[src/sv/hsv2rgb_pkg.sv]
`timescale 1ns / 1ps

package hsv2rgb_pkg;

	// Input field widths
	localparam int HUE_W = 9;
	localparam int PCT_W = 7;

	// Pipeline depth, one valid bit per stage
	localparam int PIPE_DEPTH = 9;
	typedef logic [PIPE_DEPTH-1:0] stage_en_t;

	// Default channel width
	localparam int CHANNEL_BITS_DEF = 16;

	// Levels are exact integers in units of 1/6000 percent, at most 600000
	localparam int LEVEL_W = 20;
	localparam int PROD_W  = 14;
	localparam int OFF_W   = 6;

	localparam logic [PCT_W-1:0]   PCT_MAX   = 7'd100;
	localparam logic [HUE_W-1:0]   HUE_WRAP  = 9'd360;
	localparam logic [LEVEL_W-1:0] V_SCALE   = 20'd6000;
	localparam logic [LEVEL_W-1:0] MIN_SCALE = 20'd60;

	// Division by 600000 = 64 * 9375; the 9375 part uses a reciprocal
	localparam int Y_W         = 33;
	localparam int QE_W        = 20;
	localparam int REM_W       = 15;
	localparam int RECIP_SHIFT = 34;
	localparam int RECIP_W     = 21;
	localparam int DIV_BASE_I  = 9375;
	localparam logic [REM_W-1:0]   DIV_BASE   = 15'd9375;
	localparam logic [RECIP_W-1:0] RECIP_MUL  = 21'd1832519;
	localparam logic [Y_W-1:0]     ROUND_HALF = 33'd300000;
	localparam int POW2_SHIFT = 6;

	// 60-degree hue sectors
	typedef enum logic [2:0] {
		SECT_RED_YEL = 3'd0,
		SECT_YEL_GRN = 3'd1,
		SECT_GRN_CYN = 3'd2,
		SECT_CYN_BLU = 3'd3,
		SECT_BLU_MAG = 3'd4,
		SECT_MAG_RED = 3'd5
	} sector_t;

	// Per-channel levels leaving the level stages
	typedef struct packed {
		logic [LEVEL_W-1:0] r;
		logic [LEVEL_W-1:0] g;
		logic [LEVEL_W-1:0] b;
	} rgb_level_t;

endpackage

[src/sv/hsv2rgb_flow.sv]
`timescale 1ns / 1ps

module hsv2rgb_flow (
	input  logic                  clk,
	input  logic                  arst_n,
	input  logic                  in_valid,
	output logic                  in_ready,
	output logic                  out_valid,
	input  logic                  out_ready,
	output hsv2rgb_pkg::stage_en_t en
);

	localparam int D = hsv2rgb_pkg::PIPE_DEPTH;

	hsv2rgb_pkg::stage_en_t vld_q;

	// A stage moves when it is empty or the next one moves
	always_comb begin
		en[D-1] = !vld_q[D-1] || out_ready;
		for (int k = D - 2; k >= 0; k--) begin
			en[k] = !vld_q[k] || en[k+1];
		end
	end

	// Valid bits travel with the data
	always_ff @(posedge clk or negedge arst_n) begin
		if (!arst_n) begin
			vld_q <= '0;
		end else begin
			if (en[0]) begin
				vld_q[0] <= in_valid;
			end
			for (int k = 1; k < D; k++) begin
				if (en[k]) begin
					vld_q[k] <= vld_q[k-1];
				end
			end
		end
	end

	assign in_ready  = en[0];
	assign out_valid = vld_q[D-1];

endmodule

[src/sv/hsv2rgb_levels.sv]
`timescale 1ns / 1ps

module hsv2rgb_levels (
	input  logic                                clk,
	input  hsv2rgb_pkg::stage_en_t              en,
	input  logic [hsv2rgb_pkg::HUE_W-1:0]       hue_deg,
	input  logic [hsv2rgb_pkg::PCT_W-1:0]       sat_pct,
	input  logic [hsv2rgb_pkg::PCT_W-1:0]       val_pct,
	output hsv2rgb_pkg::rgb_level_t             level
);

	localparam int LW = hsv2rgb_pkg::LEVEL_W;
	localparam int PW = hsv2rgb_pkg::PROD_W;
	localparam int OW = hsv2rgb_pkg::OFF_W;
	localparam int HW = hsv2rgb_pkg::HUE_W;

	// Stage 1: wrap, clamp, sector split
	hsv2rgb_pkg::sector_t          sect_s1;
	logic [OW-1:0]                 off_s1;
	logic [hsv2rgb_pkg::PCT_W-1:0] sat_s1;
	logic [hsv2rgb_pkg::PCT_W-1:0] val_s1;

	// Stage 2: products of the percents
	hsv2rgb_pkg::sector_t sect_s2;
	logic [OW-1:0]        off_s2;
	logic [PW-1:0]        sv_s2;
	logic [PW-1:0]        nsv_s2;
	logic [LW-1:0]        lv_s2;

	// Stage 3: levels v, vmin, a
	hsv2rgb_pkg::sector_t sect_s3;
	logic [LW-1:0]        lv_s3;
	logic [LW-1:0]        lmin_s3;
	logic [LW-1:0]        la_s3;

	// Stage 4: selected channel levels
	hsv2rgb_pkg::rgb_level_t level_s4;

	logic [HW-1:0]        hue_w;
	hsv2rgb_pkg::sector_t sect_d;
	logic [HW-1:0]        off_d;
	logic [LW-1:0]        linc;
	logic [LW-1:0]        ldec;

	// Hue below 512 wraps with one subtract, then split into 60-degree sectors
	always_comb begin
		hue_w = (hue_deg >= hsv2rgb_pkg::HUE_WRAP) ? hue_deg - hsv2rgb_pkg::HUE_WRAP : hue_deg;
		if (hue_w >= 9'd300) begin
			sect_d = hsv2rgb_pkg::SECT_MAG_RED;
			off_d  = hue_w - 9'd300;
		end else if (hue_w >= 9'd240) begin
			sect_d = hsv2rgb_pkg::SECT_BLU_MAG;
			off_d  = hue_w - 9'd240;
		end else if (hue_w >= 9'd180) begin
			sect_d = hsv2rgb_pkg::SECT_CYN_BLU;
			off_d  = hue_w - 9'd180;
		end else if (hue_w >= 9'd120) begin
			sect_d = hsv2rgb_pkg::SECT_GRN_CYN;
			off_d  = hue_w - 9'd120;
		end else if (hue_w >= 9'd60) begin
			sect_d = hsv2rgb_pkg::SECT_YEL_GRN;
			off_d  = hue_w - 9'd60;
		end else begin
			sect_d = hsv2rgb_pkg::SECT_RED_YEL;
			off_d  = hue_w;
		end
	end

	always_ff @(posedge clk) begin
		if (en[0]) begin
			sect_s1 <= sect_d;
			off_s1  <= off_d[OW-1:0];
			sat_s1  <= (sat_pct > hsv2rgb_pkg::PCT_MAX) ? hsv2rgb_pkg::PCT_MAX : sat_pct;
			val_s1  <= (val_pct > hsv2rgb_pkg::PCT_MAX) ? hsv2rgb_pkg::PCT_MAX : val_pct;
		end
	end

	// s*v, (100-s)*v and 6000*v
	always_ff @(posedge clk) begin
		if (en[1]) begin
			sect_s2 <= sect_s1;
			off_s2  <= off_s1;
			sv_s2   <= PW'(sat_s1) * PW'(val_s1);
			nsv_s2  <= PW'(hsv2rgb_pkg::PCT_MAX - sat_s1) * PW'(val_s1);
			lv_s2   <= LW'(val_s1) * hsv2rgb_pkg::V_SCALE;
		end
	end

	// vmin = 60*(100-s)*v, a = s*v*offset
	always_ff @(posedge clk) begin
		if (en[2]) begin
			sect_s3 <= sect_s2;
			lv_s3   <= lv_s2;
			lmin_s3 <= LW'(nsv_s2) * hsv2rgb_pkg::MIN_SCALE;
			la_s3   <= LW'(sv_s2) * LW'(off_s2);
		end
	end

	// Rising and falling levels, picked per channel by sector
	assign linc = lmin_s3 + la_s3;
	assign ldec = lv_s3 - la_s3;

	always_ff @(posedge clk) begin
		if (en[3]) begin
			case (sect_s3)
				hsv2rgb_pkg::SECT_RED_YEL: level_s4 <= '{r: lv_s3,   g: linc,    b: lmin_s3};
				hsv2rgb_pkg::SECT_YEL_GRN: level_s4 <= '{r: ldec,    g: lv_s3,   b: lmin_s3};
				hsv2rgb_pkg::SECT_GRN_CYN: level_s4 <= '{r: lmin_s3, g: lv_s3,   b: linc};
				hsv2rgb_pkg::SECT_CYN_BLU: level_s4 <= '{r: lmin_s3, g: ldec,    b: lv_s3};
				hsv2rgb_pkg::SECT_BLU_MAG: level_s4 <= '{r: linc,    g: lmin_s3, b: lv_s3};
				default:                   level_s4 <= '{r: lv_s3,   g: lmin_s3, b: ldec};
			endcase
		end
	end

	assign level = level_s4;

endmodule

[src/sv/hsv2rgb_scale.sv]
`timescale 1ns / 1ps

// One channel: level * FS / 600000, rounded, saturated. Stages 5 to 9.
module hsv2rgb_scale #(
	parameter int CHANNEL_BITS = hsv2rgb_pkg::CHANNEL_BITS_DEF
) (
	input  logic                              clk,
	input  hsv2rgb_pkg::stage_en_t            en,
	input  logic [hsv2rgb_pkg::LEVEL_W-1:0]   level,
	output logic [CHANNEL_BITS-1:0]           chan
);

	localparam int LW   = hsv2rgb_pkg::LEVEL_W;
	localparam int YW   = hsv2rgb_pkg::Y_W;
	localparam int QW   = hsv2rgb_pkg::QE_W;
	localparam int RW   = hsv2rgb_pkg::REM_W;
	localparam int CLW  = CHANNEL_BITS + hsv2rgb_pkg::POW2_SHIFT;
	localparam int TW   = CLW + 1;
	localparam int YPW  = YW + hsv2rgb_pkg::RECIP_W;
	localparam longint unsigned FS = (64'd1 << CHANNEL_BITS) - 64'd1;
	// FS = FS_DIV * 9375 + FS_MOD
	localparam longint unsigned FS_DIV = FS / hsv2rgb_pkg::DIV_BASE_I;
	localparam longint unsigned FS_MOD = FS % hsv2rgb_pkg::DIV_BASE_I;

	logic [CLW-1:0] cl_s5, cl_s6, cl_s7;
	logic [YW-1:0]  y_s5, y_s6;
	logic [QW-1:0]  qe_s6, qe_s7;
	logic [RW-1:0]  rem_s7;
	logic [TW-1:0]  tot_s8;
	logic [CHANNEL_BITS-1:0] chan_s9;

	logic [LW+CLW-1:0] cl_full;
	logic [YW:0]       y_full;
	logic [YPW-1:0]    yp;
	logic [RW-1:0]     prod_lo;
	logic              corr;
	logic [TW-hsv2rgb_pkg::POW2_SHIFT-1:0] q;

	// floor(n/9375) = FS_DIV*level + floor((FS_MOD*level + 300000)/9375)
	assign cl_full = (LW + CLW)'(level) * (LW + CLW)'(FS_DIV);
	assign y_full  = (YW + 1)'(level) * (YW + 1)'(FS_MOD) + (YW + 1)'(hsv2rgb_pkg::ROUND_HALF);

	always_ff @(posedge clk) begin
		if (en[4]) begin
			cl_s5 <= cl_full[CLW-1:0];
			y_s5  <= y_full[YW-1:0];
		end
	end

	// Reciprocal estimate, low by at most one
	assign yp = YPW'(y_s5) * YPW'(hsv2rgb_pkg::RECIP_MUL);

	always_ff @(posedge clk) begin
		if (en[5]) begin
			cl_s6 <= cl_s5;
			y_s6  <= y_s5;
			qe_s6 <= yp[hsv2rgb_pkg::RECIP_SHIFT +: QW];
		end
	end

	// Remainder is below twice the divisor, so its low bits suffice
	assign prod_lo = RW'(qe_s6 * QW'(hsv2rgb_pkg::DIV_BASE));

	always_ff @(posedge clk) begin
		if (en[6]) begin
			cl_s7  <= cl_s6;
			qe_s7  <= qe_s6;
			rem_s7 <= y_s6[RW-1:0] - prod_lo;
		end
	end

	assign corr = (rem_s7 >= hsv2rgb_pkg::DIV_BASE);

	always_ff @(posedge clk) begin
		if (en[7]) begin
			tot_s8 <= TW'(cl_s7) + TW'(qe_s7) + TW'(corr);
		end
	end

	// Divide by 64 and clip at the top code
	assign q = tot_s8[TW-1:hsv2rgb_pkg::POW2_SHIFT];

	always_ff @(posedge clk) begin
		if (en[8]) begin
			chan_s9 <= q[CHANNEL_BITS] ? {CHANNEL_BITS{1'b1}} : q[CHANNEL_BITS-1:0];
		end
	end

	assign chan = chan_s9;

endmodule

[src/sv/hsv_to_rgb_converter_unit.sv]
`timescale 1ns / 1ps

// Channel   Dir  Handshake          tdata fields (low bit first)
// s_*       in   s_tvalid/s_tready  hue_deg[8:0] sat_pct[15:9] val_pct[22:16]
// m_*       out  m_tvalid/m_tready  red, green, blue, CHANNEL_BITS each
//
// Nine register stages; one request per cycle sustained while m_tready stays high.
// The stage count is set by the two multiply levels of the level path and
// the reciprocal divide by 600000 in each channel lane.
// Reset clears only the stage valid bits; data registers carry no reset.
// Stalls stop only the full stages in front of the hold-up; empty stages
// keep filling, so s_tready stays high until all nine stages are occupied.
module hsv_to_rgb_converter_unit #(
	parameter int CHANNEL_BITS = hsv2rgb_pkg::CHANNEL_BITS_DEF,
	localparam int OUT_W = ((3 * CHANNEL_BITS + 7) / 8) * 8
) (
	input  logic             clk,
	input  logic             arst_n,
	input  logic             s_tvalid,
	output logic             s_tready,
	input  logic [23:0]      s_tdata,  // hue_deg[8:0], sat_pct[15:9], val_pct[22:16], 0
	output logic             m_tvalid,
	input  logic             m_tready,
	output logic [OUT_W-1:0] m_tdata   // red, green, blue, zero fill
);

	hsv2rgb_pkg::stage_en_t  en;
	hsv2rgb_pkg::rgb_level_t level;
	logic [CHANNEL_BITS-1:0] red;
	logic [CHANNEL_BITS-1:0] green;
	logic [CHANNEL_BITS-1:0] blue;

	// Stage handshake
	hsv2rgb_flow u_flow (
		.clk       (clk),
		.arst_n    (arst_n),
		.in_valid  (s_tvalid),
		.in_ready  (s_tready),
		.out_valid (m_tvalid),
		.out_ready (m_tready),
		.en        (en)
	);

	// Hue decode and level select
	hsv2rgb_levels u_levels (
		.clk     (clk),
		.en      (en),
		.hue_deg (s_tdata[8:0]),
		.sat_pct (s_tdata[15:9]),
		.val_pct (s_tdata[22:16]),
		.level   (level)
	);

	// Channel lanes
	hsv2rgb_scale #(.CHANNEL_BITS(CHANNEL_BITS)) u_scale_r (
		.clk   (clk),
		.en    (en),
		.level (level.r),
		.chan  (red)
	);

	hsv2rgb_scale #(.CHANNEL_BITS(CHANNEL_BITS)) u_scale_g (
		.clk   (clk),
		.en    (en),
		.level (level.g),
		.chan  (green)
	);

	hsv2rgb_scale #(.CHANNEL_BITS(CHANNEL_BITS)) u_scale_b (
		.clk   (clk),
		.en    (en),
		.level (level.b),
		.chan  (blue)
	);

	assign m_tdata = OUT_W'({blue, green, red});

endmodule

[config.mk]
export PLATFORM = sky130hd
export DESIGN_NAME = hsv_to_rgb_converter_unit
export DESIGN_NICKNAME = d
export VERILOG_FILES = /design/src/sv/hsv2rgb_pkg.sv /design/src/sv/hsv2rgb_flow.sv /design/src/sv/hsv2rgb_levels.sv /design/src/sv/hsv2rgb_scale.sv /design/src/sv/hsv_to_rgb_converter_unit.sv
export SDC_FILE = /design/constraint.sdc
export NUM_CORES = 2
export LEC_CHECK = 0
export BUFFER_PORTS_ARGS = -buffer_cell sky130_fd_sc_hd__buf_2
export CORE_MARGIN = 4
export CORE_UTILIZATION = 38
export DETAILED_ROUTE_END_ITERATION = 7
export GPL_TIMING_DRIVEN = 0
export PLACE_DENSITY_LB_ADDON = 0.12
export SLEW_MARGIN = 10
export SYNTH_ARGS = -nofsm -noshare
export SYNTH_HDL_FRONTEND = slang
export SYNTH_HIERARCHICAL = 1
export SYNTH_SLANG_ARGS = --single-unit
[constraint.sdc]
create_clock -name clk -period 6.1 [get_ports clk]
set_input_delay 0.305 -clock clk [delete_from_list [all_inputs] [get_ports clk]]
set_output_delay 0.305 -clock clk [all_outputs]
set_load 0.03 [all_outputs]
* Word-level counts from Yosys, hierarchy flattened
Cells that the tools add are included.
Cells by class: add/subtract/negate cells 21, $mul 17, order comparisons 11, eq/ne operators 4, multiplexer cells 11, reduce and logical (&&, ||, !) cells 20
Operators with widths (number):
- $pmux 60 s5 | 1
- $mul 33x21->54 const B | 3
- $add 33x19->33 const B | 3
- $mul 20x14->33 const B | 3
- $add 22x20->23 | 3
- $add 23x1->23 | 3
- $mul 20x2->21 const B | 3
- $mul 20x14->15 const B | 3
- $ge 15x14->1 const B | 3
- $sub 15x15->15 | 3
- $mux 6 | 5
- $sub 6x6->6 const B | 5
- $add 20x20->20 | 1
- $mul 14x6->20 | 1
- $sub 20x20->20 | 1
- $ge 9x8->1 const B | 2
- $ge 9x9->1 const B | 2
- $mul 14x4->18 const B | 1
- $mul 7x9->16 const B | 1
- $gt 7x7->1 const B | 2
- $mul 14x7->14 | 1
- $mul 7x7->14 | 1
- $ge 9x6->1 const B | 1
- $ge 9x7->1 const B | 1
- 12 further kinds | 31
Storage, ports and cells: register bits after elaboration 817, output and inout port bits 50

* Longest topological paths before layout
depth in word-level cells 10, gate-level depth with buffers 23

* By module
Netlist, hierarchy kept.
By module, submodules not included:
- hsv2rgb_scale at u_scale_b | instances 1, cells an instance 2237, area each 25244.2 µm², seq. area each 5915.7 µm²
- hsv2rgb_scale at u_scale_g | instances 1, cells an instance 2190, area each 25026.5 µm², seq. area each 5915.7 µm²
- hsv2rgb_scale at u_scale_r | instances 1, cells an instance 2194, area each 24943.9 µm², seq. area each 5915.7 µm²
- hsv2rgb_levels | instances 1, cells an instance 1876, area each 18702.9 µm², seq. area each 5765.5 µm²
- hsv2rgb_flow | instances 1, cells an instance 33, area each 397.9 µm², seq. area each 225.2 µm²

* Least setup slack after synthesis
No wires, ideal clock.
path kind flip-flop to flip-flop, start point register u_scale_g.y_s5[16], end point register u_scale_g.qe_s6[12], data pin, arrival 6362 ps, setup slack -525 ps, cell stages (with the launch flop) 21, buffers on the path 0, clock period less this slack 6625 ps, cell sequence edfxtp_1 > inv_1 > fa_1 > fa_1 > inv_1 > fa_1 > fa_1 > fa_1 > fa_1 > inv_1 > fa_1 > inv_1 > ha_1 > nand2_1 > a2111o_1 > or3_1 > o21a_1 > o211ai_2 > a2111oi_0 > a41o_1 > a2111o_1
Between the ends: cells in the longest elaborated chain, start to end 1
Ends and longest elaborated chain:
- from (decl) | RTL line hsv2rgb_scale.sv:26 | logic [YW-1:0] y_s5, y_s6;
- from (signal assigned) | RTL line hsv2rgb_scale.sv:46 | y_s5 <= y_full[YW-1:0];
- $mul 33x21->54 | RTL line hsv2rgb_scale.sv:51 | assign yp = YPW'(y_s5) * YPW'(hsv2rgb_pkg::RECIP_MUL);
- named net u_scale_g.yp[46] | RTL line hsv2rgb_scale.sv:34 | logic [YPW-1:0] yp;
- to (signal assigned) | RTL line hsv2rgb_scale.sv:57 | qe_s6 <= yp[hsv2rgb_pkg::RECIP_SHIFT +: QW];
- to (decl) | RTL line hsv2rgb_scale.sv:27 | logic [QW-1:0] qe_s6, qe_s7;
The timed path passes the listed nets, and every way through them passes these cells. A chain may end at the register's enable or synchronous reset.

* Final worst setup path
Ends and elaborated chain as after synthesis.

==> results.toml <==
[cells_and_area]
drive_gt1_share_pct = 11.7
post-route-cell-area_um2 = 107000
fin_nets = 11700
final_cells = 12400
multi_input_area_um2 = 65600
nFillCells = 23400
regArea_um2 = 23700
syn_to_final_growth_pct = 13.9

[synth]
syn_inst = 8530
syn_nets = 11300
syn_area_um2 = 94300
syn_area_per_cell_um2 = 11.1
synth.distinct_cells = 120
ys_seq_area_share_pct = 25.2
synth_edf_count = 783
ys.flop_type = "edfxtp_1"
synth_seq_cells = 792
ys.warnings.count = 6
synthArstFlopShare_pct = 1.14

[worst_setup_path]
critical_path_required_ns = 6.57
rr_worst_depth = 21
path_max_fanout = 4
endpoint_kind = "register"
critPathArrivalTime_ns = 7.28
start_kind = "register"
crit_type = "register to register"

[placement]
dp_slack_ns = -1.53
finalWeightedCongestion = 0.902
port_buffers = 74
placed_area_um2 = 99600
dp.cells = 11900
dp_hpwl_um = 200000

[clock_tree]
clkTransAtPathRegs_ns = 0.06
numCtsBuffers = 101
cts_sinks = 792
cts_root_buf = "clkbuf_16"
clockBufferDepth = 3
cts_tree = "done"
clock_latency_ns = 0.79
cts_max_level = 3

[floorplan]
core_area_um2 = 246000
rows = 182
io_pins = 78
fp.dieArea_um2 = 256000
die_w_um = 506
die_y_um = 506
initial_core_util_pct = 38.3

[global_routing]
grt.total_usage_pct = 19.0
antenna_found_initial = 8
overflow = 0
grt_pass1_vias = 65500
grt_start_max_net_pins = 98
grt_pass1_wl_um = 380000

[sta]
slew_violations = 0
fmax_ghz = 0.147
fin_ws_ns = -0.712
maxSlewHeadroom_pct = 41.3
tightest_slew_ns = 0.880
rsz0062_at_grt = "true"
fin_worst_skew_ns = 0.0948
hold_viol_final = 0
final.setup.tns_ns = -22.77
fin_crit_ns = 6.81
setup_viol = 58
finalCritPeriodShare_pct = 112

[hold_path]
hold_depth = 3
hold_class = "input pin to register"

[status]
status = "finished with violations"
violations = "negative setup slack"

[routing]
ant_nets = 0
drt_wl_total_um = 240000
drt_pass1_iterations = 5
drt_iter0_drc = 2919
vias_per_cell = 4.91
route.detailed.drc = 0
wl_per_cell_um = 19.4
vias = 60800

[flow_run]
maxCapViolations = 0
## synth_stat cells (37+ instances only)
| cell type | count | share of area, % |
|---|---|---|
| nor2_1 | 250 | 0.99 |
| or2_2 | 78 | 0.52 |
| o21ai_0 | 234 | 1.2 |
| nand2_1 | 392 | 1.6 |
| xnor2_1 | 376 | 3.5 |
| a21o_1 | 202 | 1.6 |
| xor2_1 | 165 | 1.5 |
| o21a_1 | 51 | 0.41 |
| nor2b_1 | 65 | 0.43 |
| nand3_1 | 72 | 0.38 |
| a31oi_1 | 53 | 0.35 |
| a21oi_1 | 297 | 1.6 |
| clkbuf_1 | 69 | 0.27 |
| nor3_1 | 83 | 0.44 |
| nand4_1 | 37 | 0.25 |
| mux2i_1 | 37 | 0.39 |
| and2_1 | 84 | 0.56 |
| and3_1 | 46 | 0.31 |
| fa_1 | 1245 | 26 |
| ha_1 | 1483 | 20 |
| o21bai_1 | 57 | 0.45 |
| nand2b_1 | 64 | 0.42 |
| inv_1 | 1844 | 7.3 |
| edfxtp_1 | 783 | 25 |
## worst max-delay path: stages (launching register included)
cell	delay, ns
edfxtp_1	0.44
inv_2	0.15
fa_2	0.49
fa_1	0.53
inv_2	0.05
fa_1	0.57
fa_1	0.46
fa_1	0.46
fa_1	0.49
inv_1	0.05
fa_1	0.51
inv_2	0.05
ha_4	0.28
a21oi_2	0.06
a2111o_1	0.43
or3_4	0.40
o21a_4	0.22
buf_4	0.14
o211ai_4	0.18
a2111oi_2	0.09
a41o_1	0.20
a2111o_1	0.29
## cells in the final DEF, fill, tap and decap left out, types with 193 or more instances in the layout
cell / count
inv_1: 1770
fa_1: 1163
ha_1: 1421
buf_4: 193
a21oi_1: 268
edfxtp_1: 783
xnor2_1: 349
a21o_1: 202
nand2_1: 379
nor2_1: 242
o21ai_0: 202
## cell families after synthesis
kind of cell / Yosys count / synth area share, %
compound gates: 1215 / 8.72
simple gates: 1268 / 6.68
fa+ha+maj: 2732 / 46.1
buf+inv: 1932 / 7.71
flops: 792 / 25.2
mux: 50 / 0.560
xor+xnor: 541 / 5.02
## state kept, by name, indices dropped and copies added, names as in the netlist, 18 cells and up
register          flops
u_scale_g/qe_s7      20
u_scale_g/cl_s7      21
u_scale_r/qe_s7      20
u_scale_r/cl_s5      20
u_levels/lmin_s3     18
u_scale_r/cl_s6      20
u_scale_g/qe_s6      20
u_scale_b/qe_s7      20
u_scale_b/cl_s6      20
u_levels/la_s3       20
u_scale_r/y_s5       33
u_scale_b/qe_s6      20
u_scale_b/cl_s7      21
u_levels/level       60
u_scale_r/cl_s7      21
u_scale_g/cl_s5      20
u_scale_b/cl_s5      20
u_scale_r/qe_s6      20
u_scale_g/cl_s6      20
u_scale_g/y_s5       33
u_scale_b/y_s5       33
## path summary, 6_finish.rpt
check / slack [ns] / start / end
worst max-delay path: -0.71 / u_scale_g/y_s5[16] / u_scale_g/qe_s6[12]
worst min-delay path: 0.13 / m_tready / u_flow/vld_q[7]
worst min register to register: 0.39 / u_scale_g/cl_s5[19] / u_scale_g/cl_s6[19]
max in group asynchronous: 5.16 / arst_n / u_flow/vld_q[1]
min in group asynchronous: 0.61 / arst_n / u_flow/vld_q[6]
worst max register to register: -0.71 / u_scale_g/y_s5[16] / u_scale_g/qe_s6[12]
## final cells by class
type                            count  share of cell area [%]
Timing Repair Buffer              358                    2.81
Antenna cell                        3                 0.00699
Sequential cell                   792                    22.1
Inverter                         1847                    6.48
Tap cell                         3312                    3.86
Clock buffer                      113                    2.40
Buffer                             78                   0.311
Clock inverter                     74                   0.923
Multi-Input combinational cell   5806                    61.1
## metrics by stage
stage,util (%),hold WS [ns]
2_1_floorplan,-,0.00941
3_3_place_gp,40.2,0.182
3_5_place_dp,40.4,0.183
4_1_cts,43.0,0.0194
5_1_grt,43.6,0.0966
6_report,43.6,0.130
## what timing repair did
item,4_1_cts,5_1_grt
gates resized for setup,291,192
setup buffers,179,70
hold buffers,22,0
pin swaps,146,120
endpoints found under the hold margin,26,0
endpoints found under the setup margin,61,68
## layer usage
layer / track usage [%] / routed length (um) / vias to the layer above / part of all wire [%]
li1: - / - / 29200 / -
met1: 26.6 / 112000 / 30400 / 47
met2: 31.8 / 114000 / 977 / 47
met3: 1.90 / 7750 / 275 / 3.2
met4: 4.56 / 6590 / 0 / 2.7
met5: 0 / 0 / - / 0
Power is not shown: default switching activity piles up to over one toggle a cycle in this logic, so the estimate is an artifact.
